$ cat src/rtl/fjr_pkg.sv
// Package for the feeder jam recovery unit: widths, register indexes, codes and defaults.
`default_nettype none
package fjr_pkg;

   localparam int CUR_W     = 16;
   localparam int LIMIT_W   = 15;
   localparam int JAM_CNT_W = 10;
   localparam int HARD_CNT_W = 16;
   localparam int TICKS_W   = 8;
   localparam int MODE_W    = 3;
   localparam int CSR_IDX_W = 3;
   localparam int CSR_DATA_W = 16;
   localparam int REQ_DATA_W = 24;
   localparam int RSP_DATA_W = 8;

   // register indexes
   localparam logic [CSR_IDX_W-1:0] REG_JAM_CURRENT_LIMIT   = 3'd0;
   localparam logic [CSR_IDX_W-1:0] REG_HARD_CURRENT_LIMIT  = 3'd1;
   localparam logic [CSR_IDX_W-1:0] REG_JAM_TIME_LIMIT      = 3'd2;
   localparam logic [CSR_IDX_W-1:0] REG_HARD_TIME_LIMIT     = 3'd3;
   localparam logic [CSR_IDX_W-1:0] REG_LONG_PHASE_TICKS    = 3'd4;
   localparam logic [CSR_IDX_W-1:0] REG_SHORT_REVERSE_TICKS = 3'd5;
   localparam logic [CSR_IDX_W-1:0] REG_SHORT_WAIT_TICKS    = 3'd6;
   localparam logic [CSR_IDX_W-1:0] REG_FAST_FEED_TICKS     = 3'd7;

   // register defaults
   localparam logic [LIMIT_W-1:0]    DEF_JAM_CURRENT_LIMIT   = 15'd4200;
   localparam logic [LIMIT_W-1:0]    DEF_HARD_CURRENT_LIMIT  = 15'd16000;
   localparam logic [JAM_CNT_W-1:0]  DEF_JAM_TIME_LIMIT      = 10'd500;
   localparam logic [HARD_CNT_W-1:0] DEF_HARD_TIME_LIMIT     = 16'd100;
   localparam logic [TICKS_W-1:0]    DEF_LONG_PHASE_TICKS    = 8'd80;
   localparam logic [TICKS_W-1:0]    DEF_SHORT_REVERSE_TICKS = 8'd50;
   localparam logic [TICKS_W-1:0]    DEF_SHORT_WAIT_TICKS    = 8'd70;
   localparam logic [TICKS_W-1:0]    DEF_FAST_FEED_TICKS     = 8'd80;
   localparam logic [TICKS_W-1:0]    SLOW_FEED_TICKS         = 8'd40;

   // output modes
   localparam logic [MODE_W-1:0] MODE_NORMAL  = 3'd0;
   localparam logic [MODE_W-1:0] MODE_REVERSE = 3'd1;
   localparam logic [MODE_W-1:0] MODE_WAIT    = 3'd2;
   localparam logic [MODE_W-1:0] MODE_FAST    = 3'd3;
   localparam logic [MODE_W-1:0] MODE_SLOW    = 3'd4;

   // long sequence phases
   localparam logic [1:0] LONG_IDLE    = 2'd0;
   localparam logic [1:0] LONG_REVERSE = 2'd1;
   localparam logic [1:0] LONG_WAIT    = 2'd2;

   // short sequence phases
   localparam logic [2:0] SHORT_IDLE    = 3'd0;
   localparam logic [2:0] SHORT_REVERSE = 3'd1;
   localparam logic [2:0] SHORT_WAIT    = 3'd2;
   localparam logic [2:0] SHORT_FAST    = 3'd3;
   localparam logic [2:0] SHORT_SLOW    = 3'd4;

endpackage
`default_nettype wire

$ cat src/rtl/feeder_jam_recovery_unit.sv
// A request passes through the input register and the result register to its response.
// One request per cycle unless stalled; detectors and sequencer update in one logic pass.
// A stalled response holds the pipe; the input register then takes a request only if empty.
// Reset clears the counters, phases, timer and flag and restores register defaults.
// Top level of the feeder jam recovery unit: jam detectors and recovery sequencer.
`default_nettype none
module feeder_jam_recovery_unit
   import fjr_pkg::*;
(
   input  wire logic                  clock,
   input  wire logic                  reset,
   input  wire logic                  req_tvalid,
   output logic                       req_tready,
   // [15:0] current_command, [16] sensor_level, [17] missed_shot, [18] enabled, [23:19] zero
   input  wire logic [REQ_DATA_W-1:0] req_tdata,
   output logic                       rsp_tvalid,
   input  wire logic                  rsp_tready,
   // [2:0] recovery_mode, [3] fast_feed, [7:4] zero
   output logic [RSP_DATA_W-1:0]      rsp_tdata,
   input  wire logic                  csr_we,
   input  wire logic [CSR_IDX_W-1:0]  csr_index,
   input  wire logic [CSR_DATA_W-1:0] csr_wdata
);

   // configuration
   logic [LIMIT_W-1:0]    jam_current_limit_ff;
   logic [LIMIT_W-1:0]    hard_current_limit_ff;
   logic [JAM_CNT_W-1:0]  jam_time_limit_ff;
   logic [HARD_CNT_W-1:0] hard_time_limit_ff;
   logic [TICKS_W-1:0]    long_phase_ticks_ff;
   logic [TICKS_W-1:0]    short_reverse_ticks_ff;
   logic [TICKS_W-1:0]    short_wait_ticks_ff;
   logic [TICKS_W-1:0]    fast_feed_ticks_ff;

   // pipe
   logic                  in_valid_ff;
   logic [CUR_W-1:0]      in_current_ff;
   logic                  in_sensor_ff;
   logic                  in_missed_ff;
   logic                  in_enabled_ff;
   logic                  out_valid_ff;
   logic [MODE_W-1:0]     out_mode_ff;
   logic                  out_fast_ff;
   logic                  advance;
   logic                  fire;

   // sequencer state
   logic [JAM_CNT_W-1:0]  jam_count_ff,  jam_count_in;
   logic [HARD_CNT_W-1:0] hard_count_ff, hard_count_in;
   logic [1:0]            long_phase_ff, long_phase_in;
   logic [2:0]            short_phase_ff, short_phase_in;
   logic [TICKS_W-1:0]    phase_timer_ff, phase_timer_in;
   logic                  fast_flag_ff,  fast_flag_in;
   logic [MODE_W-1:0]     mode_in;

   logic                  over_jam;
   logic                  over_hard;
   logic [TICKS_W:0]      long_tick;
   logic [TICKS_W:0]      short_tick;
   logic [TICKS_W-1:0]    short_lim;

   // returns {expired, next timer}
   function automatic logic [TICKS_W:0] tick_timer(input logic [TICKS_W-1:0] t,
                                                  input logic [TICKS_W-1:0] lim);
      logic [TICKS_W-1:0] inc;
      begin
         inc = (t == {TICKS_W{1'b1}}) ? t : t + 1'b1;
         if (inc > lim) begin
            tick_timer = {1'b1, {TICKS_W{1'b0}}};
         end else begin
            tick_timer = {1'b0, inc};
         end
      end
   endfunction

   assign advance    = !out_valid_ff || rsp_tready;
   assign req_tready = !in_valid_ff || advance;
   assign fire       = in_valid_ff && advance;

   assign rsp_tvalid = out_valid_ff;
   assign rsp_tdata  = {{(RSP_DATA_W-MODE_W-1){1'b0}}, out_fast_ff, out_mode_ff};

   always_ff @(posedge clock) begin
      if (reset) begin
         jam_current_limit_ff   <= DEF_JAM_CURRENT_LIMIT;
         hard_current_limit_ff  <= DEF_HARD_CURRENT_LIMIT;
         jam_time_limit_ff      <= DEF_JAM_TIME_LIMIT;
         hard_time_limit_ff     <= DEF_HARD_TIME_LIMIT;
         long_phase_ticks_ff    <= DEF_LONG_PHASE_TICKS;
         short_reverse_ticks_ff <= DEF_SHORT_REVERSE_TICKS;
         short_wait_ticks_ff    <= DEF_SHORT_WAIT_TICKS;
         fast_feed_ticks_ff     <= DEF_FAST_FEED_TICKS;
      end else if (csr_we) begin
         unique case (csr_index)
            REG_JAM_CURRENT_LIMIT:   jam_current_limit_ff   <= csr_wdata[LIMIT_W-1:0];
            REG_HARD_CURRENT_LIMIT:  hard_current_limit_ff  <= csr_wdata[LIMIT_W-1:0];
            REG_JAM_TIME_LIMIT:      jam_time_limit_ff      <= csr_wdata[JAM_CNT_W-1:0];
            REG_HARD_TIME_LIMIT:     hard_time_limit_ff     <= csr_wdata[HARD_CNT_W-1:0];
            REG_LONG_PHASE_TICKS:    long_phase_ticks_ff    <= csr_wdata[TICKS_W-1:0];
            REG_SHORT_REVERSE_TICKS: short_reverse_ticks_ff <= csr_wdata[TICKS_W-1:0];
            REG_SHORT_WAIT_TICKS:    short_wait_ticks_ff    <= csr_wdata[TICKS_W-1:0];
            REG_FAST_FEED_TICKS:     fast_feed_ticks_ff     <= csr_wdata[TICKS_W-1:0];
            default: ;
         endcase
      end
   end

   // input register
   always_ff @(posedge clock) begin
      if (reset) begin
         in_valid_ff <= 1'b0;
      end else if (req_tready) begin
         in_valid_ff <= req_tvalid;
      end
   end

   always_ff @(posedge clock) begin
      if (req_tvalid && req_tready) begin
         in_current_ff <= req_tdata[CUR_W-1:0];
         in_sensor_ff  <= req_tdata[CUR_W];
         in_missed_ff  <= req_tdata[CUR_W+1];
         in_enabled_ff <= req_tdata[CUR_W+2];
      end
   end

   assign over_jam  = $signed(in_current_ff) > $signed({1'b0, jam_current_limit_ff});
   assign over_hard = $signed(in_current_ff) > $signed({1'b0, hard_current_limit_ff});

   always_comb begin
      jam_count_in   = jam_count_ff;
      hard_count_in  = hard_count_ff;
      long_phase_in  = long_phase_ff;
      short_phase_in = short_phase_ff;
      phase_timer_in = phase_timer_ff;
      fast_flag_in   = fast_flag_ff;
      mode_in        = MODE_NORMAL;
      long_tick      = '0;
      short_tick     = '0;
      short_lim      = SLOW_FEED_TICKS;

      if (in_enabled_ff) begin
         if (in_missed_ff) begin
            short_phase_in = SHORT_REVERSE;
         end

         if (over_jam) begin
            if (jam_count_in != {JAM_CNT_W{1'b1}}) begin
               jam_count_in = jam_count_in + 1'b1;
            end
            if (jam_count_in > jam_time_limit_ff) begin
               long_phase_in = LONG_REVERSE;
               jam_count_in  = '0;
            end
            if (over_hard) begin
               if (hard_count_in != {HARD_CNT_W{1'b1}}) begin
                  hard_count_in = hard_count_in + 1'b1;
               end
               if (hard_count_in > hard_time_limit_ff && !in_sensor_ff) begin
                  short_phase_in = SHORT_REVERSE;
                  hard_count_in  = '0;
               end
            end
         end else begin
            jam_count_in  = '0;
            hard_count_in = '0;
         end

         // long sequence takes the timer first
         if (long_phase_in == LONG_REVERSE || long_phase_in == LONG_WAIT) begin
            long_tick      = tick_timer(phase_timer_in, long_phase_ticks_ff);
            phase_timer_in = long_tick[TICKS_W-1:0];
            if (long_tick[TICKS_W]) begin
               if (long_phase_in == LONG_REVERSE) begin
                  long_phase_in = LONG_WAIT;
               end else begin
                  long_phase_in = LONG_IDLE;
                  fast_flag_in  = 1'b1;
               end
            end
         end

         unique case (short_phase_in)
            SHORT_REVERSE: short_lim = short_reverse_ticks_ff;
            SHORT_WAIT:    short_lim = short_wait_ticks_ff;
            SHORT_FAST:    short_lim = fast_feed_ticks_ff;
            default:       short_lim = SLOW_FEED_TICKS;
         endcase

         if (short_phase_in >= SHORT_REVERSE && short_phase_in <= SHORT_SLOW) begin
            short_tick     = tick_timer(phase_timer_in, short_lim);
            phase_timer_in = short_tick[TICKS_W-1:0];
            if (short_tick[TICKS_W]) begin
               short_phase_in = (short_phase_in == SHORT_SLOW) ? SHORT_IDLE
                                                               : short_phase_in + 1'b1;
            end
         end

         priority if (long_phase_in == LONG_REVERSE || short_phase_in == SHORT_REVERSE) begin
            mode_in = MODE_REVERSE;
         end else if (long_phase_in == LONG_WAIT || short_phase_in == SHORT_WAIT) begin
            mode_in = MODE_WAIT;
         end else if (short_phase_in == SHORT_FAST) begin
            mode_in = MODE_FAST;
         end else if (short_phase_in == SHORT_SLOW) begin
            mode_in = MODE_SLOW;
         end else begin
            mode_in = MODE_NORMAL;
            if (!in_sensor_ff) begin
               fast_flag_in = 1'b0;
            end
         end
      end
   end

   always_ff @(posedge clock) begin
      if (reset) begin
         jam_count_ff   <= '0;
         hard_count_ff  <= '0;
         long_phase_ff  <= LONG_IDLE;
         short_phase_ff <= SHORT_IDLE;
         phase_timer_ff <= '0;
         fast_flag_ff   <= 1'b0;
         out_valid_ff   <= 1'b0;
      end else begin
         if (advance) begin
            out_valid_ff <= in_valid_ff;
         end
         if (fire) begin
            jam_count_ff   <= jam_count_in;
            hard_count_ff  <= hard_count_in;
            long_phase_ff  <= long_phase_in;
            short_phase_ff <= short_phase_in;
            phase_timer_ff <= phase_timer_in;
            fast_flag_ff   <= fast_flag_in;
         end
      end
   end

   always_ff @(posedge clock) begin
      if (fire) begin
         out_mode_ff <= mode_in;
         out_fast_ff <= fast_flag_in;
      end
   end

endmodule
`default_nettype wire

$ cat config.mk
export PLATFORM = sky130hd
export DESIGN_NAME = feeder_jam_recovery_unit
export DESIGN_NICKNAME = d
export VERILOG_FILES = /design/src/rtl/fjr_pkg.sv /design/src/rtl/feeder_jam_recovery_unit.sv
export SDC_FILE = /design/constraint.sdc
export NUM_CORES = 1
export LEC_CHECK = 0
export ABC_CLOCK_PERIOD_IN_PS = 8300
export BUFFER_PORTS_ARGS = -buffer_cell sky130_fd_sc_hd__buf_2
export CORE_UTILIZATION = 60
export CTS_BUF_LIST = sky130_fd_sc_hd__clkbuf_4 sky130_fd_sc_hd__clkbuf_8 sky130_fd_sc_hd__clkbuf_16
export DETAILED_ROUTE_END_ITERATION = 6
export PLACE_DENSITY = 0.79
export REMOVE_ABC_BUFFERS = 1
export SLEW_MARGIN = 20
export SYNTH_ARGS = -nofsm -noshare
export SYNTH_HDL_FRONTEND = slang
export SYNTH_SLANG_ARGS = --single-unit
$ cat constraint.sdc
create_clock -name clock -period 8.3 [get_ports clock]
set_input_delay 1.66 -clock clock [delete_from_list [all_inputs] [get_ports clock]]
set_output_delay 1.66 -clock clock [all_outputs]
set_load 0.05 [all_outputs]
; Word-level counts from Yosys, hierarchy flattened
; Index checks and enable logic that the tools add are counted.
[totals]
reg_bits = 153
in_bits = 48
out_inout_bits = 10
wordCells = 141
[classes]
n_addsub = 5
n_lt_le_gt_ge = 8
n_eq_ne = 24
muxes = 54
n_bitwise = 1
reduce_logical = 25
[ops]
columns = op, count
row1 = 16-bit 2-to-1 mux, 7
row2 = 9-bit 2-to-1 mux, 6
row3 = 10-bit 2-to-1 mux, 5
row4 = 16-bit > comparator, 3
row5 = 8-bit 2-to-1 mux, 6
row6 = 3-bit 2-to-1 mux, 10
row7 = 8-bit case mux with 3 select lines, 1
row8 = "3-bit by 2-bit equality test with 1-bit output, second input constant", 6
row9 = "3-bit equality test, second input constant", 6
row10 = 2-bit 2-to-1 mux, 9
row11 = 2-bit AND reduction, 9
row12 = "16-bit by 1-bit adder with 16-bit output, second input constant", 1
row13 = "8-bit by 1-bit adder with 8-bit output, second input constant", 2
row14 = "8-bit equality test, second input constant", 2
row15 = 8-bit > comparator, 2
row16 = "16-bit inequality test, second input constant", 1
row17 = "10-bit by 1-bit adder with 10-bit output, second input constant", 1
row18 = 10-bit > comparator, 1
row19 = 1-bit 2-to-1 mux, 10
row20 = "10-bit inequality test, second input constant", 1
row21 = "3-bit by 1-bit equality test with 1-bit output, second input constant", 3
row22 = 1-bit logical OR, 5
row23 = "2-bit by 1-bit equality test with 1-bit output, second input constant", 2
row24 = "2-bit equality test, second input constant", 2
row25 = other kinds (11), 16

; Depth between registers and ports, before layout
; Gate-level depths: netlist of run 1.
[logic_depth]
word_depth = 29
ltp_mapped = 35
ltp_nobuf = 34

; Worst setup path before layout of run 1
; Ideal clock, no wire load.
[synth_timing]
path_type = reg-to-reg
from = reg jam_count_ff[2]
to = reg out_fast_ff (data pin)
setup_ns = 0.265
arrival_time_ns = 6.874
required_ns = 8.035
path_slack_ns = 1.161
stages_incl_launch_ff = 35
path_buffers = 2
synth_period_minus_slack_ns = 7.139
path_cell_list = dfxtp_1 > and3_1 > and3_1 > nand3_1 > nor2_1 > nor2_1 > nand2_1 > xnor2_1 > ha_1 > a21o_1 > a21o_1 > a221oi_1 > a32oi_1 > and2_1 > nand2b_1 > ha_1 > dlygate4sd1_1 > nor3_1 > a22o_1 > ha_1 > inv_1 > a211o_2 > a2111oi_4 > buf_6 > mux2_2 > ha_1 > nor2b_1 > o21ai_0 > a21oi_1 > o21ai_0 > nor2_1 > nand3_1 > nand4_1 > nor4_2 > nor2_1
[synth_between]
elab_chain_cells = 27
elab_cells_between_ends = 45
cone_classes = 2 x add/sub / 2 x order compare / 10 x eq/ne / 28 x mux / 3 x reduce/logical
[synth_rtl]
columns = item, line
row1 = from (decl), feeder_jam_recovery_unit.sv:48  ; logic [JAM_CNT_W-1:0] jam_count_ff, jam_count_in;
row2 = from (signal assigned), feeder_jam_recovery_unit.sv:229  ; jam_count_ff <= jam_count_in;
row3 = 10-bit by 1-bit adder with 10-bit output or 10-bit inequality test (tied branches), "feeder_jam_recovery_unit.sv:148, feeder_jam_recovery_unit.sv:147"
row4 = 10-bit 2-to-1 mux *, feeder_jam_recovery_unit.sv:147  ; if (jam_count_in != {JAM_CNT_W{1'b1}}) begin
row5 = 10-bit 2-to-1 mux *, feeder_jam_recovery_unit.sv:146  ; if (over_jam) begin
row6 = 10-bit 2-to-1 mux *, feeder_jam_recovery_unit.sv:141  ; if (in_enabled_ff) begin
row7 = 10-bit > comparator *, feeder_jam_recovery_unit.sv:150  ; if (jam_count_in > jam_time_limit_ff) begin
row8 = 2-bit 2-to-1 mux *, feeder_jam_recovery_unit.sv:150
row9 = 2-bit 2-to-1 mux *, feeder_jam_recovery_unit.sv:146
row10 = 2-bit 2-to-1 mux *, feeder_jam_recovery_unit.sv:141
row11 = [12 not listed], --
row12 = 3-bit 2-to-1 mux, feeder_jam_recovery_unit.sv:141
row13 = 3-bit equality test, feeder_jam_recovery_unit.sv:204  ; end else if (short_phase_in == SHORT_SLOW) begin
row14 = 1-bit 2-to-1 mux, feeder_jam_recovery_unit.sv:204
row15 = 1-bit 2-to-1 mux, feeder_jam_recovery_unit.sv:202  ; end else if (short_phase_in == SHORT_FAST) begin
row16 = 1-bit 2-to-1 mux, feeder_jam_recovery_unit.sv:200  ; end else if (long_phase_in == LONG_WAIT || short_phase_in == SHORT_WAIT) begin
row17 = 1-bit 2-to-1 mux *, feeder_jam_recovery_unit.sv:198  ; priority if (long_phase_in == LONG_REVERSE || short_phase_in == SHORT_REVERSE) begin
row18 = 1-bit 2-to-1 mux *, feeder_jam_recovery_unit.sv:141
row19 = named net fast_flag_in, feeder_jam_recovery_unit.sv:53  ; logic fast_flag_ff, fast_flag_in;
row20 = to (signal assigned), feeder_jam_recovery_unit.sv:242  ; out_fast_ff <= fast_flag_in;
row21 = to (decl), feeder_jam_recovery_unit.sv:43  ; logic out_fast_ff;
; The timed path passes the listed nets; every way through them passes the cells marked *. The select of a mux whose other input is x is not followed.
; A chain may end at the register's enable or synchronous reset.

; Worst setup path after layout of run 1
; Ends and elaborated chain as after synthesis.

==> run metrics, run 1 <==
setup TNS=0 ps; vias per cell=5.935; pwr dens=172.3 mW/mm²; Yosys top cell by area=dfxtp_1; Final Skew=approximately 7.2 ps; crit path time final=7609 ps; die width=124.7 µm; Yosys warnings=0; Fmax=131.4 MHz; Die H=124.7 µm; Post-synth top cells=nand2_1, dfxtp_1, a21oi_1; antenna violations before repair=0; CTS tree=built; FF-to-FF path depth=33; Post-Syn Area per Cell=8.301 µm²; RSZ-0062 raised after global routing=no; crit-path max cell delay=480 ps; leak pwr=approximately 0.0041 µW; Most Frequent Cell on Critical Path=ha_1; Num CTS Buffers=17; slowest CP cell=ha_1; largest net degree at the start of global routing=56; Hold Vio Cnt, Final=0; Worst EP required=~8500 ps; # diodes=0; Seq/Total Area, Yosys=0.3643; worst r2r src=jam_count_ff[2]$_SDFFE_PP0P_; vias in the first global route=7425; WS Path Type=flop to flop; Syn Inst Count=approximately 1100; Final period util=0.9167; DR iter-0 viols=677; status=finished clean; Buffers on Ports=48; CTS HTree Levels=4; crit end category=flop; Async SR Flop Fraction=0; DRC=0; maxcap violations=0; Critical Path AT=7780 ps; Core ar.=0.01464 mm²; Final Max Tran Viols=0; Clock transition at path regs=60 ps; class of the worst hold path=flop to flop; routed vias=7775; critical path depth in cells=33; dpl hpwl=15370 µm; total clock sinks=~150; Hold Path Stages=2; Slew HR=0.2826; Cell Rows=44; crit path from=jam_count_ff[2]$_SDFFE_PP0P_; GRT Total Usage=0.2908; area growth from synthesis to layout=9.896%; flops & latches, synth=153; area fraction of the dominant cell type after synthesis=0.2879; DP Area=0.009314 mm²; first-pass GRT wire length=36240 µm; Max clock buf depth=2; hold slack final=454.2 ps; mapped cell area=between 0.009 and 0.01 mm²; Finished Core Util=0.6784; NumNets Final=1243; hold path startpoint=hard_time_limit_ff[15]$_SDFFE_PP0P_; Crit path max-delay family=simple AND/OR/NAND/NOR gates; # setup viols final=0; Initial Utilization=0.6173; Die Area=0.01556 mm²; Buf/Inv on CP=3; post-route design area=between 0.009 and 0.01 mm²; share of cells above drive strength 1=0.1137; EDFF count, synth=23; worst slew pin tran=between 1000 and 1500 ps; CP Launch Type=flop; worst-path fanout max=15; ys flop type=dfxtp_1; Initial DRT Pass Iterations=5; most numerous cell in the Yosys netlist=nand2_1; maximum vdd drop=approximately 0.14 mV; IO Pins=58; Routed WL=21770 µm; ANT nets after route=0; root buf cell=clkbuf_16; synth top area cells=dfxtp_1, ha_1, nand2_1, edfxtp_1, a21oi_1; Yosys cell types=just under 90; wire length per cell=16.62 µm; clk_lat worst skew=between 400 and 500 ps; GPL Wtd Cong=0.9054; power consumption=between 1500 and 2000 µW; grt ovf=0
worst min-delay path, delay by kind of cell (launching register included):
kind,cells,cell delay [ps]
flops,1,310
simple gates,1,50
compound gates,1,50
per-layer routing:
layer | vias to the layer above | routed length (µm) | global-route usage
met2 | 250 | 9805 | 0.4679
met4 | 0 | 374 | 0.08569
li1 | 3881 | - | -
met5 | - | 0 | 0
met3 | 28 | 1444 | 0.05541
met1 | 3616 | 10150 | 0.3954
flip-flops by register name, summed over array words and instances, names as in the netlist, 2 cells and up:
register                flops
hard_time_limit_ff         16
jam_count_ff               10
long_phase_ticks_ff         8
out_mode_ff                 3
long_phase_ff               2
jam_current_limit_ff       15
phase_timer_ff              8
hard_count_ff              16
short_wait_ticks_ff         8
hard_current_limit_ff      15
short_reverse_ticks_ff      8
jam_time_limit_ff          10
short_phase_ff              3
fast_feed_ticks_ff          8
in_current_ff              16
logic make-up (layout without fill, tap and decap cells):
logic type | count (synthesis) | count (layout) | synth area share
compound gates | 259 | 259 | 0.1927
xor+xnor | 20 | 20 | 0.01938
fa+ha+maj | 82 | 82 | 0.1135
buf+inv | 134 | 168 | 0.06380
flops | 153 | 153 | 0.3643
mux | 30 | 30 | 0.03405
other cells | 1 | 4 | 0.0004148
simple gates | 410 | 410 | 0.2119
layout by cell type (no fill, tap or decap), types with 7 or more instances in the layout:
cell type and n:
a21oi_1 98, nand3_1 21, xnor2_1 10, a31oi_1 7, mux2i_1 24, nor2_1 87, a32oi_1 11, a21o_1 17
o21ai_0 28, and3_1 14, buf_4 9, ha_1 82, nand2b_1 11, nand2_1 188, buf_2 48, and2_1 12
dfxtp_1 130, nor3_1 14, xor2_1 10, inv_1 77, o21ai_1 7, edfxtp_1 23, nand4_1 16, a22oi_1 9
nor2b_1 12, clkbuf_16 18, o211ai_1 25
what timing repair did:
item	4_1_cts	5_1_grt
endpoints found under the setup margin	0	6
hold buffers	0	0
gates resized for setup	0	6
setup buffers	0	0
worst paths after layout:
check	endpoint	slack (ps)
max	out_fast_ff$_DFFE_PP_	690
min	hard_time_limit_ff[15]$_SDFFE_PP0P_	450
max reg2reg	out_fast_ff$_DFFE_PP_	690
min reg2reg	hard_time_limit_ff[15]$_SDFFE_PP0P_	450
power by group:
| group | leakage (µW) | switching (µW) | internal (µW) | total (µW) |
|---|---|---|---|---|
| sequential | 0.00128 | 11.9 | 772 | 784 |
| combinational | 0.00254 | 104 | 52.8 | 157 |
| clock | 0.000291 | 330 | 441 | 771 |
| total | 0.00411 | 447 | 1270 | 1710 |
cell type report:
type                       count  area, µm²
clock buffer                  19      457.9
clock inverter                13      125.1
sequential                   153       3293
fill                        1217       4710
multi-input combinational    805       5224
inverter                      79      296.5
tap                          184      230.2
timing repair buffer          57      307.8
metrics by stage:
stage	std cells	worst slack, ps
floorplan	1037	771.3
global placement	1278	674.8
detailed placement	1278	499.8
CTS	1310	490.5
global route	1310	48.52
finish	1310	691.4
Note: power is estimated with default switching activity, not from simulation.
==> inputs of run 2 (changes only) <==
--- a/config.mk
+++ b/config.mk
@@ -5,11 +5,13 @@
 export SDC_FILE = /design/constraint.sdc
 export NUM_CORES = 1
 export LEC_CHECK = 0
+export ABC_AREA = 1
 export ABC_CLOCK_PERIOD_IN_PS = 8300
 export BUFFER_PORTS_ARGS = -buffer_cell sky130_fd_sc_hd__buf_2
 export CORE_UTILIZATION = 60
 export CTS_BUF_LIST = sky130_fd_sc_hd__clkbuf_4 sky130_fd_sc_hd__clkbuf_8 sky130_fd_sc_hd__clkbuf_16
 export DETAILED_ROUTE_END_ITERATION = 6
+export GPL_ROUTABILITY_DRIVEN = 0
 export PLACE_DENSITY = 0.79
 export REMOVE_ABC_BUFFERS = 1
 export SLEW_MARGIN = 20
==> run 2 against run 1 <==
Clock-buffer cell count is 2 higher. Critical path depth is 11 higher. Via count is 0.53% lower. Synthesized cell count is 8.0% higher. Synthesized area is 2.2% lower. Clock skew hardly changed. Cell area is 1.3% lower. First-iteration DRC count is 6.4% lower. Critical path type unchanged. Largest power group is now clock.
==> run metrics, run 2 <==
setup TNS=0 ps (unchanged); Post-CTS Resized=0 (unchanged); largest net degree at the start of global routing=76 (+36%); status=finished clean; maxcap violations=0 (unchanged); root buf cell=clkbuf_16; largest registers=hard_count_ff: 16 flops, hard_time_limit_ff: 16 flops, in_current_ff: 16 flops; Num CTS Buffers=17 (unchanged); reg2reg end=out_fast_ff$_DFFE_PP_; FF-to-FF path depth=44 (+33%); Die H=123.4 µm (-1.1%); total clock sinks=153 (unchanged); first-pass GRT wire length=32490 µm (-10%); # setup viols final=0 (unchanged); class of the worst hold path=flop to flop; CTS tree=built; ANT nets after route=0 (unchanged); Async SR Flop Fraction=0 (unchanged); ys flop type=dfxtp_1; crit end category=flop; dpl hpwl=13930 µm (-9.4%); share of cells above drive strength 1=0.1031 (-0.01057); maximum vdd drop=0.1512 mV (+12%); Max clock buf depth=2 (unchanged); die width=123.4 µm (-1.1%); CP Launch Type=flop; Clock transition at path regs=60 ps (about the same); area growth from synthesis to layout=10.82%; post-CTS setup buffers=0 (unchanged); CTS HTree Levels=4 (unchanged); crit path time final=7400 ps (-208.8 ps); Initial Utilization=0.6108 (-0.006526); DRC=0 (unchanged); vias in the first global route=6980 (-6.0%); Core ar.=0.01448 mm² (-1.1%); crit path from=jam_count_ff[0]$_SDFFE_PP0P_; FF/Latch Area=0.003293 mm² (unchanged); # hold bufs at CTS=0 (unchanged); worst slew pin tran=1012 ps (-60.32 ps); worst r2r src=jam_count_ff[0]$_SDFFE_PP0P_; Final Skew=7.131 ps (-0.08324 ps); area fraction of the dominant cell type after synthesis=0.2943 (+0.006395); slowest CP cell=o21ai_0; commonest non-fill, non-tap cell in the layout=nand2_1; synth top area cells=dfxtp_1, ha_1, nand2_1, edfxtp_1, inv_1; EDFF count, synth=23 (unchanged); FILL cells=1244 (+2.2%); Yosys top cell by area=dfxtp_1; Worst EP required=8490 ps (about the same); worst-path fanout max=8 (-7); most numerous cell in the Yosys netlist=nand2_1; register-to-register setup slack=900 ps (+210 ps); Yosys cell types=55 (-37%); DR iter-0 viols=634 (-6.4%); Critical Path AT=7590 ps (-190 ps); Multi-input gate area=0.004715 mm² (-9.7%); pwr dens=191.8 mW/mm² (+11%); Syn Inst Count=1176 (+8.0%); Final Max Tran Viols=0 (unchanged); antenna violations before repair=0 (unchanged); wire length per cell=14.09 µm (-15%); vias per cell=5.501 (-7.3%); Die Area=0.01523 mm² (-2.1%); IO Pins=58 (unchanged); RSZ-0062 raised after global routing=no; Most Frequent Cell on Critical Path=nand2_1; Final period util=0.8915 (-0.02516); WS Path Type=flop to flop; Hold Vio Cnt, Final=0 (unchanged); GRT Total Usage=0.2755 (-0.01523); grt ovf=0 (unchanged); Setup crit end=out_fast_ff$_DFFE_PP_; crit-path max cell delay=460 ps (-20 ps); Seq/Total Area, Yosys=0.3724 (+0.008092); Cell Rows=44 (unchanged); # diodes=0 (unchanged); Slew HR=0.3230 (+0.04036); clk_lat worst skew=430 ps (about the same); routed vias=7734 (-0.53%); commonest cells after routing, fill and taps aside=nand2_1, inv_1, dfxtp_1; power consumption=1880 µW (+9.8%); Initial DRT Pass Iterations=5 (unchanged); Yosys warnings=0 (unchanged); Buffers on Ports=48 (unchanged); mapped cell area=0.008843 mm² (-2.2%); Fmax=135.1 MHz (+2.8%); NumNets Final=1339 (+7.7%); Post-Syn Area per Cell=7.520 µm² (-9.4%); leak pwr=0.004512 µW (+9.8%); flops & latches, synth=153 (unchanged); Post-synth top cells=nand2_1, inv_1, dfxtp_1; Routed WL=19800 µm (-9.0%)
## run 2: cell types whose count changed after synthesis, sizes merged, moves of 21 or more
cell | previous run | this run
a21oi | 99 | 120
o21ai | 36 | 98
inv | 78 | 177
nand2 | 189 | 214
mux2i | 24 | 1
nor2 | 89 | 120
## run 2: how the worst min path moves through the flow
stage / cells past startpoint / start / slack [ps] / end
after global routing: 2 / jam_current_limit_ff[9]$_SDFFE_PP0P_ / 470 / jam_current_limit_ff[9]$_SDFFE_PP0P_
after global placement: 2 / short_wait_ticks_ff[3]$_SDFFE_PP0P_ / 440 / short_wait_ticks_ff[3]$_SDFFE_PP0P_
after detailed placement: 2 / short_wait_ticks_ff[3]$_SDFFE_PP0P_ / 450 / short_wait_ticks_ff[3]$_SDFFE_PP0P_
final: 2 / short_wait_ticks_ff[3]$_SDFFE_PP0P_ / 450 / short_wait_ticks_ff[3]$_SDFFE_PP0P_
after CTS: 2 / short_wait_ticks_ff[3]$_SDFFE_PP0P_ / 450 / short_wait_ticks_ff[3]$_SDFFE_PP0P_
after floorplan: 2 / short_wait_ticks_ff[3]$_SDFFE_PP0P_ / 430 / short_wait_ticks_ff[3]$_SDFFE_PP0P_
## run 2: final cells by class
cell class	count	area share
inverters	179	0.06856
flip-flops and latches	153	0.3360
clock inverters	11	0.01596
well taps	184	0.02349
multi-input cells	808	0.4810
clock buffers	21	0.04890
repair buffers	50	0.02604
## run 2: worst max-delay path: cells and delay by family, from the launching register on
kind,cells,cell delay (ps)
xor gates and xnor gates,1,220
AOI/OAI and AO/OA,8,1510
buffers and inverters,8,750
and+or+nand+nor,22,2840
adders and majority gates,5,1430
DFF,1,420
## run 2: per-layer routing
metal  vias to the layer above  routed length (µm)  track usage
li1                       3960                   -            -
met1                      3551                9071       0.3553
met2                       188                9417       0.4616
met3                        35                 986      0.05904
met4                         0                 329      0.08133
met5                         -                   0            0
## run 2: kinds of logic (layout without fill, tap and decap cells)
group	count (synthesis)	count (layout)	synth area share
muxes	1	1	0.001132
buffers and inverters	218	261	0.09578
DFF	153	153	0.3724
xor gates and xnor gates	22	22	0.02349
and+or+nand+nor	417	417	0.2073
adders and majority gates	82	82	0.1160
AOI/OAI and AO/OA	282	282	0.1835
other	1	4	0.0004240
## run 2: through the flow
stage,area [µm²],utilization,cells,worst slack [ps],hold slack [ps]
6_report,9801,0.6769,1406,900.2,452.2
5_1_grt,9801,0.6769,1406,193.0,474.9
4_1_cts,9801,0.6769,1406,953.2,455.0
3_5_place_dp,9165,0.6330,1374,1035,446.4
3_3_place_gp,9165,0.6330,1374,1224,441.5
2_1_floorplan,8680,-,1140,2066,426.6
## run 2: power breakdown
group | switching (µW) | total (µW) | internal, µW
clock | 318 | 829 | 511
combinational | 170 | 253 | 82.5
sequential | 15.5 | 799 | 783
==> inputs of run 3 (changes only) <==
--- a/config.mk
+++ b/config.mk
@@ -5,8 +5,7 @@
 export SDC_FILE = /design/constraint.sdc
 export NUM_CORES = 1
 export LEC_CHECK = 0
-export ABC_AREA = 1
-export ABC_CLOCK_PERIOD_IN_PS = 8300
+export ABC_CLOCK_PERIOD_IN_PS = 7700
 export BUFFER_PORTS_ARGS = -buffer_cell sky130_fd_sc_hd__buf_2
 export CORE_UTILIZATION = 60
 export CTS_BUF_LIST = sky130_fd_sc_hd__clkbuf_4 sky130_fd_sc_hd__clkbuf_8 sky130_fd_sc_hd__clkbuf_16
==> constraint.sdc (replaced) <==
create_clock -name clock -period 7.7 [get_ports clock]
set_input_delay 1.54 -clock clock [delete_from_list [all_inputs] [get_ports clock]]
set_output_delay 1.54 -clock clock [all_outputs]
set_load 0.05 [all_outputs]
==> run 3 against run 2 <==
The run now ends with DRC left. Die area grew 2.2%. Via count grew 2.6%. Register-to-register slack lost 560 ps. Combinational power shrank 32%. Utilization grew 0.33 points. Critical path depth shrank 11. Highest routed layer unchanged.
==> run metrics, run 3 (synthesis gave the netlist of run 1 again) <==
crit path time final=7359 ps (-40.50 ps); clk_lat worst skew=430 ps (about the same); maximum vdd drop=0.1421 mV (-6.0%); DR iter-0 viols=702 (+11%); Final Skew=11.48 ps (+4.351 ps); Initial Utilization=0.6173 (+0.006526); grt ovf=0 (unchanged); maxcap violations=0 (unchanged); worst-path fanout max=12 (+4); antenna violations before repair=0 (unchanged); IO Pins=58 (unchanged); CTS HTree Levels=4 (unchanged); Routed WL=21980 µm (+11%); WS Path Type=flop to flop; CP Launch Type=flop; die width=124.7 µm (+1.1%); pwr dens=181.5 mW/mm² (-5.4%); power consumption=1808 µW (-3.9%); Initial DRT Pass Iterations=7 (+2); Worst EP required=7870 ps (-620 ps); FILL cells=1190 (-4.3%); crit end category=flop; Cell Rows=44 (unchanged); Max clock buf depth=2 (unchanged); vias in the first global route=7370 (+5.6%); DRC=1 (+1); failing checks=DRC; wire length per cell=16.71 µm (+19%); Buf/Inv on CP=3 (-5); vias per cell=6.034 (+9.7%); worst slew pin tran=1081 ps (+68.82 ps); post-CTS setup buffers=0 (unchanged); # diodes=0 (unchanged); commonest cells after routing, fill and taps aside=nand2_1, dfxtp_1, a21oi_1; commonest non-fill, non-tap cell in the layout=nand2_1; Die Area=0.01556 mm² (+2.2%); area growth from synthesis to layout=10.19%; routed vias=7935 (+2.6%); first-pass GRT wire length=35960 µm (+11%); Clock transition at path regs=60 ps (about the same); setup TNS=0 ps (unchanged); final worst setup slack=340.7 ps (-559.5 ps); Core ar.=0.01464 mm² (+1.1%); Buffers on Ports=48 (unchanged); leak pwr=0.004120 µW (-8.7%); Num CTS Buffers=17 (unchanged); Most Frequent Cell on Critical Path=a21o_1; ANT nets after route=0 (unchanged); Final Max Tran Viols=0 (unchanged); crit-path max cell delay=410 ps (-50 ps); share of cells above drive strength 1=0.1202 (+0.01714); NumNets Final=1248 (-6.8%); root buf cell=clkbuf_16; hold slack final=454.4 ps (+2.212 ps); Critical Path AT=7530 ps (-60 ps); Die H=124.7 µm (+1.1%); CTS tree=built; FF/Latch Area=0.003293 mm² (unchanged); total clock sinks=153 (unchanged); non-filler cells, final=1315 (-6.5%); GRT Total Usage=0.2879 (+0.01239); dpl hpwl=15560 µm (+12%); Crit path max-delay family=compound AO/OA/AOI/OAI gates; Slew HR=0.2740 (-0.04893); cell count after placement=1283 (-6.6%); Fmax=135.9 MHz (+0.55%); pre-CTS setup slack=153.1 ps (-882.4 ps); Hold Vio Cnt, Final=0 (unchanged); Final period util=0.9557 (+0.06421); # setup viols final=0 (unchanged); class of the worst hold path=flop to flop; largest registers=hard_count_ff: 16 flops, hard_time_limit_ff: 16 flops, in_current_ff: 16 flops; Multi-input gate area=0.005243 mm² (+11%); largest net degree at the start of global routing=54 (-29%); status=finished, violations left; slowest CP cell=dfxtp_1
==> run 3: worst register-to-register path, delay by kind of cell, from the launching register on <==
| kind | cells | cell delay [ps] |
|---|---|---|
| AO/OA/AOI/OAI | 13 | 2500 |
| XOR/XNOR | 1 | 150 |
| buffers and inverters | 3 | 440 |
| flip-flops | 1 | 410 |
| multiplexers | 1 | 410 |
| AND/OR/NAND/NOR | 11 | 1970 |
| adder cells (fa/ha/maj) | 4 | 1200 |
==> run 3: routing by layer <==
metal	global-route usage	routed length, µm
met1	0.3908	10020
met2	0.4670	10180
met5	0	0
met4	0.09223	356
met3	0.04682	1419
==> run 3: power breakdown <==
| part | internal [µW] | switching (µW) |
|---|---|---|
| combinational | 58.0 | 114 |
| sequential | 832 | 13.0 |
| clock | 425 | 366 |
| total | 1310 | 493 |
==> run 3: timing repair <==
action,in CTS,in global routing
hold buffers,0,0
gates resized for setup,0,13
setup endpoints to repair,0,11
==> run 3: area by class of cell <==
class / instances / share of cell area
multi-input cells: 805 / 0.5263
flip-flops and latches: 153 / 0.3306
clock buffers: 17 / 0.04271
repair buffers: 62 / 0.03467
inverters: 79 / 0.02977
well taps: 184 / 0.02311
clock inverters: 15 / 0.01281
==> run 3: stage by stage <==
stage,instance area (µm²),utilization
after floorplan,8771,-
after global routing,9961,0.6802
final,9961,0.6802
after detailed placement,9351,0.6386
after global placement,9351,0.6386
after CTS,9905,0.6764
==> run 3: worst paths after layout <==
kind,to,slack [ps],from,depth (start not counted)
setup / recovery,out_fast_ff$_DFFE_PP_,340,jam_count_ff[2]$_SDFFE_PP0P_,33
hold / removal,jam_current_limit_ff[11]$_SDFFE_PP0P_,450,jam_current_limit_ff[11]$_SDFFE_PP0P_,2
setup reg to reg,out_fast_ff$_DFFE_PP_,340,jam_count_ff[2]$_SDFFE_PP0P_,33
hold reg to reg,jam_current_limit_ff[11]$_SDFFE_PP0P_,450,jam_current_limit_ff[11]$_SDFFE_PP0P_,2
